$ cat src/rtl/pidtm_pkg.sv
// Package: shared types, register indexes and saturation helpers for the PID unit.
`default_nettype none
package pidtm_pkg;

   localparam int CsrIdxWidth = 3;

   localparam logic [CsrIdxWidth-1:0] CsrMode     = 3'd0;
   localparam logic [CsrIdxWidth-1:0] CsrGainP    = 3'd1;
   localparam logic [CsrIdxWidth-1:0] CsrGainI    = 3'd2;
   localparam logic [CsrIdxWidth-1:0] CsrGainD    = 3'd3;
   localparam logic [CsrIdxWidth-1:0] CsrOutLow   = 3'd4;
   localparam logic [CsrIdxWidth-1:0] CsrOutHigh  = 3'd5;
   localparam logic [CsrIdxWidth-1:0] CsrIntCap   = 3'd6;

   localparam logic signed [31:0] OutLowReset  = -32'sd6553600;
   localparam logic signed [31:0] OutHighReset = 32'sd6553600;

   typedef enum logic [4:0] {
      ST_IDLE,
      ST_ERR,
      ST_MUL_SEP,
      ST_SEP,
      ST_MUL_EDT,
      ST_INTEG,
      ST_MUL_GI,
      ST_MUL_P,
      ST_MUL_D,
      ST_DIV_START,
      ST_DIV_WAIT,
      ST_SUM,
      ST_I_MUL_P,
      ST_I_MUL_GI,
      ST_I_MUL_IDT,
      ST_I_MUL_D,
      ST_I_DIV_START,
      ST_I_DIV_WAIT,
      ST_I_SUM,
      ST_OUT
   } state_type;

   function automatic logic signed [31:0] sat32(input logic signed [65:0] v);
      logic signed [31:0] r;
      if (v > 66'sh0_7FFF_FFFF) r = 32'sh7FFF_FFFF;
      else if (v < -66'sh0_8000_0000) r = 32'sh8000_0000;
      else r = v[31:0];
      return r;
   endfunction

   // arithmetic shift = floor, then saturate
   function automatic logic signed [31:0] qfix(input logic signed [63:0] p);
      logic signed [47:0] s;
      s = p[63:16];
      return sat32({{18{s[47]}}, s});
   endfunction

endpackage
`default_nettype wire

$ cat src/rtl/pidtm_div.sv
// Radix-2 restoring divider: (a * 65536) / dt, truncating toward zero, saturated.
`default_nettype none
module pidtm_div (
   input  wire logic                clock,
   input  wire logic                reset,
   input  wire logic                start,
   input  wire logic signed [31:0]  numer,
   input  wire logic signed [31:0]  denom,
   output logic                     done,
   output logic signed [31:0]       quot
);
   logic [47:0] rem_ff, rem_in;
   logic [47:0] q_ff, q_in;
   logic [47:0] n_ff, n_in;
   logic [31:0] d_ff, d_in;
   logic        neg_ff, neg_in;
   logic [5:0]  cnt_ff, cnt_in;
   logic        busy_ff, busy_in;
   logic        done_ff, done_in;
   logic [48:0] trial;
   logic [48:0] shifted;
   logic signed [65:0] sq;

   always_comb begin
      rem_in = rem_ff; q_in = q_ff; n_in = n_ff; d_in = d_ff;
      neg_in = neg_ff; cnt_in = cnt_ff; busy_in = busy_ff; done_in = 1'b0;
      shifted = {rem_ff, n_ff[47]};
      trial = shifted - {17'd0, d_ff};
      if (start) begin
         neg_in = numer[31];
         n_in = {(numer[31] ? 32'(-numer) : 32'(numer)), 16'd0};
         d_in = denom;
         rem_in = '0; q_in = '0; cnt_in = 6'd48; busy_in = 1'b1;
      end else if (busy_ff) begin
         n_in = {n_ff[46:0], 1'b0};
         if (!trial[48]) begin
            rem_in = trial[47:0]; q_in = {q_ff[46:0], 1'b1};
         end else begin
            rem_in = shifted[47:0]; q_in = {q_ff[46:0], 1'b0};
         end
         cnt_in = cnt_ff - 6'd1;
         if (cnt_ff == 6'd1) begin
            busy_in = 1'b0; done_in = 1'b1;
         end
      end
   end

   always_ff @(posedge clock) begin
      rem_ff <= rem_in; q_ff <= q_in; n_ff <= n_in; d_ff <= d_in; neg_ff <= neg_in;
      cnt_ff <= cnt_in;
      if (reset) begin
         busy_ff <= 1'b0; done_ff <= 1'b0;
      end else begin
         busy_ff <= busy_in; done_ff <= done_in;
      end
   end

   always_comb begin
      sq = neg_ff ? -$signed({18'd0, q_ff}) : $signed({18'd0, q_ff});
      quot = pidtm_pkg::sat32(sq);
   end
   assign done = done_ff;

   a_done_after_busy: assert property (@(posedge clock) disable iff (reset)
      done_ff |-> $past(busy_ff)) else $error("divider done without busy");
   a_no_overlap: assert property (@(posedge clock) disable iff (reset)
      done_ff |-> !busy_ff) else $error("divider done while busy");
   a_cnt_range: assert property (@(posedge clock) disable iff (reset)
      busy_ff |-> cnt_ff != 6'd0) else $error("divider count underflow");
endmodule
`default_nettype wire

$ cat config.mk
export PLATFORM = sky130hd
export DESIGN_NAME = pidtm_div
export DESIGN_NICKNAME = d
export VERILOG_FILES = /design/src/rtl/pidtm_pkg.sv /design/src/rtl/pidtm_div.sv
export SDC_FILE = /design/constraint.sdc
export NUM_CORES = 1
export LEC_CHECK = 0
export BUFFER_PORTS_ARGS = -buffer_cell sky130_fd_sc_hd__buf_2
export CORE_MARGIN = 3
export CORE_UTILIZATION = 45
export CTS_BUF_LIST = sky130_fd_sc_hd__clkbuf_4 sky130_fd_sc_hd__clkbuf_8
export DETAILED_ROUTE_END_ITERATION = 7
export PLACE_DENSITY_LB_ADDON = 0.3
export SETUP_SLACK_MARGIN = 0.3
export SLEW_MARGIN = 40
export SYNTH_ARGS = -nofsm -noshare
export SYNTH_HDL_FRONTEND = slang
export SYNTH_SLANG_ARGS = --single-unit
$ cat constraint.sdc
create_clock -name clock -period 9.49 [get_ports clock]
set_clock_uncertainty 0.15 [all_clocks]
set_input_delay 0.4745 -clock clock [delete_from_list [all_inputs] [get_ports clock]]
set_output_delay 0.4745 -clock clock [all_outputs]
set_load 0.01 [all_outputs]
==> results.toml <==
[final_layout]
antenna_cells = 0
layout.core_utilization_pct = 51.3
area_growth_pct = 11.2
finalNetCount = 1431
nFillCells = 2304
drive_gt1_share_pct = 14.7

[clocking]
cts_num_sinks = 169
tritoncts = "done"
cts_max_path_buffers = 2
library_cell_used_as_clock_root_buffer = "sky130_fd_sc_hd__clkbuf_8"
cts_bufs_inserted = 17
clk_pin_slew_worst_paths_ps = 90
number_of_h_tree_levels = 4
post_cts_resize_count = 0
clkLatencyLatePin_ps = 470

[logic_synthesis]
synth_top_area_share_pct = 19.1
syn_area_sq_um = 10900
yosys-top-cells-count = "sky130_fd_sc_hd__nor2_1 (170), sky130_fd_sc_hd__nand2_1 (105), sky130_fd_sc_hd__dfxtp_1 (104)"
synth_sequential_area_ratio_pct = 36.9
ys_flop_type = "sky130_fd_sc_hd__dfxtp_1"
synth.top_cells.by_area = "sky130_fd_sc_hd__dfxtp_1 (19%), sky130_fd_sc_hd__edfxtp_1 (18%), sky130_fd_sc_hd__nor2_1 (5.8%)"
synth.lib_cells_used.distinct = 81
async_reset_ff_share_pct = 0
yosys.cell_count.top_type = "sky130_fd_sc_hd__nor2_1"
ys_seq_elements = 169
synth_top_cell_by_area = "sky130_fd_sc_hd__dfxtp_1"
synth_edf_count = 65
post_synth.cell_area_avg_sq_um = 8.59
postSynthCellCount = 1271
synth_fp_nets = 1375
yosysWarnings = 0

[worst_setup_path]
worst-setup-path-type = "flop to output pin"
rr_worst_depth = 13
endpoint_kind = "output pin"
setup.worst_path.start_class = "flop"
worst_ep_arrival_time_ps = 4460
rr_startpoint = "n_ff[47]$_DFFE_PP_"
worstPathMaxFanout = 17
crit_required_ps = 8870
worst-r2r-setup-slack_ps = 5340
rr_endpoint = "rem_ff[35]$_SDFFE_PP0P_"

[floorplan]
die_width_um = 162
boundaryPins = 100
vertical_die_dimension_um = 162
die_area_sq_um = 26200
num_rows = 56
core_sq_um = 23700
start_util_pct = 46.1

[detailed_routing]
met2_wirelength_from_detailed_routing_mm = 10.7
detail_route.wirelength_mm = 24.7
top_layer_used = "met4"
detailedRoute.firstIterationViolations = 588
drt_drc_violations_left = 0
drt-pass1-iter-count = 5
ant_nets = 0
routed-via-count = 9350
wl_met1_mm = 12.4
routedWlPerCell_um = 14.9
met3_wirelength_mm = 1.23
route.detailed.vias_per_inst = 5.64

[timing]
period_share_pct = 53.6
timing.final.hold_violations = 0
max_clock_freq_mhz = 197
final.setup.tns_ps = 0
finalMaxSlewViolations = 0
post-route-min-period_ps = 5080
layout_setup_ws_ps = 4410
timing.max_slew.rel_slack_pct = 48.5
setup_repair_after_global_routing_missed_its_margin = "no"
report.final.setup_viol = 0
worst_slew_pin_slew_ps = 772

[placement]
dp_worst_setup_slack_ps = 4920
port_buffers = 99
gp_congestion = 0.877
hpwl_mm = 17.5

[pwr]
power.leakage_uw = 0.00494
design_power_uw = 2090
power.ir.vdd_worst_uv = 90.7
power-per-cell-area_nw_per_um2 = 173

[flow_run]
max-cap-violations = 0

[outcome]
status = "completed"

[global_route]
grt_start_max_net_pins = 83
grt_pass1_vias = 8513
grt_first_pass_wirelength_mm = 41.7
grt.overflow.total = 0
globalRouteTotalUtil_pct = 18.9
antenna_found_initial = 0

[min_path]
holdCritPathClass = "input pin to flop"
min_delay_worst_endpoint = "d_ff[20]$_DFFE_PP_"
startpoint_of_the_worst_hold_path = "denom[20]"
whs_path_depth = 1
-- layout by cell type (no fill, tap or decap), types with 35 or more instances in the layout --
master,Yosys,routed
sky130_fd_sc_hd__xnor2_1,40,40
sky130_fd_sc_hd__mux2i_1,51,51
sky130_fd_sc_hd__nand2_1,105,105
sky130_fd_sc_hd__a21oi_1,77,77
sky130_fd_sc_hd__xor2_1,64,64
sky130_fd_sc_hd__inv_1,53,53
sky130_fd_sc_hd__nor3_1,35,35
sky130_fd_sc_hd__dfxtp_1,104,103
sky130_fd_sc_hd__edfxtp_1,65,65
sky130_fd_sc_hd__o21ai_0,42,42
sky130_fd_sc_hd__nor2_1,170,170
sky130_fd_sc_hd__buf_2,9,98
sky130_fd_sc_hd__ha_1,36,36
-- what timing repair did --
| item | 4_1_cts | 5_1_grt |
|---|---|---|
| hold buffers | 7 | 5 |
| hold endpoints to repair | 7 | 5 |
| buffers inserted | 0 | 0 |
-- layout make-up --
class | count | area (sq um) | share of cell area, %
sequential | 169 | 4040 | 33.2
multi-input combinational | 964 | 6340 | 52.2
tap | 319 | 399 | 3.29
inverter | 53 | 199 | 1.64
timing repair buffer | 122 | 747 | 6.15
clock inverter | 13 | 170 | 1.40
clock buffer | 19 | 249 | 2.05
-- sequential cells by signal (all words and copies together), names as in the netlist --
name / flops
q_ff: 48
cnt_ff: 6
done: 1
d_ff: 32
n_ff: 32
busy_ff: 1
neg_ff: 1
rem_ff: 48
-- power breakdown --
group          internal [uW]  switching (uW)  total (uW)  leakage [uW]
Combinational            289             408         696       0.00325
Clock                    269             275         544      0.000199
Sequential               814            40.4         854       0.00149
-- stage by stage --
step,hold WS [ps],cells,cell area [sq um]
global placement,334,1610,11500
detailed placement,340,1615,11600
CTS,0.221,1654,12100
floorplan,309,1271,10900
finish,33.5,1659,12100
global route,0.649,1659,12100
-- cells by family after synthesis --
family | count (synthesis) | share of synthesized area, %
simple gates | 460 | 20.3
buf+inv | 138 | 5.13
fa+ha+maj | 37 | 4.31
xor+xnor | 104 | 8.34
flops | 169 | 36.9
mux | 54 | 5.02
compound gates | 309 | 19.9
-- how the worst max path moves through the flow --
| stage | from | to | slack [ps] | depth (start not counted) |
|---|---|---|---|---|
| after global placement | q_ff[2]$_SDFFE_PP0P_ | quot[0] | 4650 | 10 |
| after floorplan | q_ff[0]$_SDFFE_PP0P_ | quot[10] | 5500 | 13 |
| after global routing | q_ff[2]$_SDFFE_PP0P_ | quot[0] | 3990 | 11 |
| after detailed placement | q_ff[2]$_SDFFE_PP0P_ | quot[14] | 4920 | 12 |
| after CTS | q_ff[2]$_SDFFE_PP0P_ | quot[14] | 4400 | 12 |
| final | q_ff[2]$_SDFFE_PP0P_ | quot[14] | 4410 | 12 |
-- critical path, cell delays in order (launching register included) --
cell,delay (ps)
sky130_fd_sc_hd__dfxtp_1,400
sky130_fd_sc_hd__or4_1,560
sky130_fd_sc_hd__nor4_1,450
sky130_fd_sc_hd__nand3_1,550
sky130_fd_sc_hd__nor3_1,540
sky130_fd_sc_hd__nand4b_1,150
sky130_fd_sc_hd__a32o_1,270
sky130_fd_sc_hd__nor4_2,380
sky130_fd_sc_hd__a21oi_4,100
sky130_fd_sc_hd__buf_8,180
sky130_fd_sc_hd__buf_8,170
sky130_fd_sc_hd__a21oi_2,110
sky130_fd_sc_hd__buf_2,140
-- metal layers --
| metal | vias to the layer above | global-route usage (%) |
|---|---|---|
| met2 | 219 | 28.4 |
| met4 | 0 | 4.65 |
| met5 | - | 0 |
| met1 | 4387 | 27.8 |
| met3 | 26 | 3.88 |
| li1 | 4718 | - |
No activity file was read; power rests on OpenSTA's default activity.
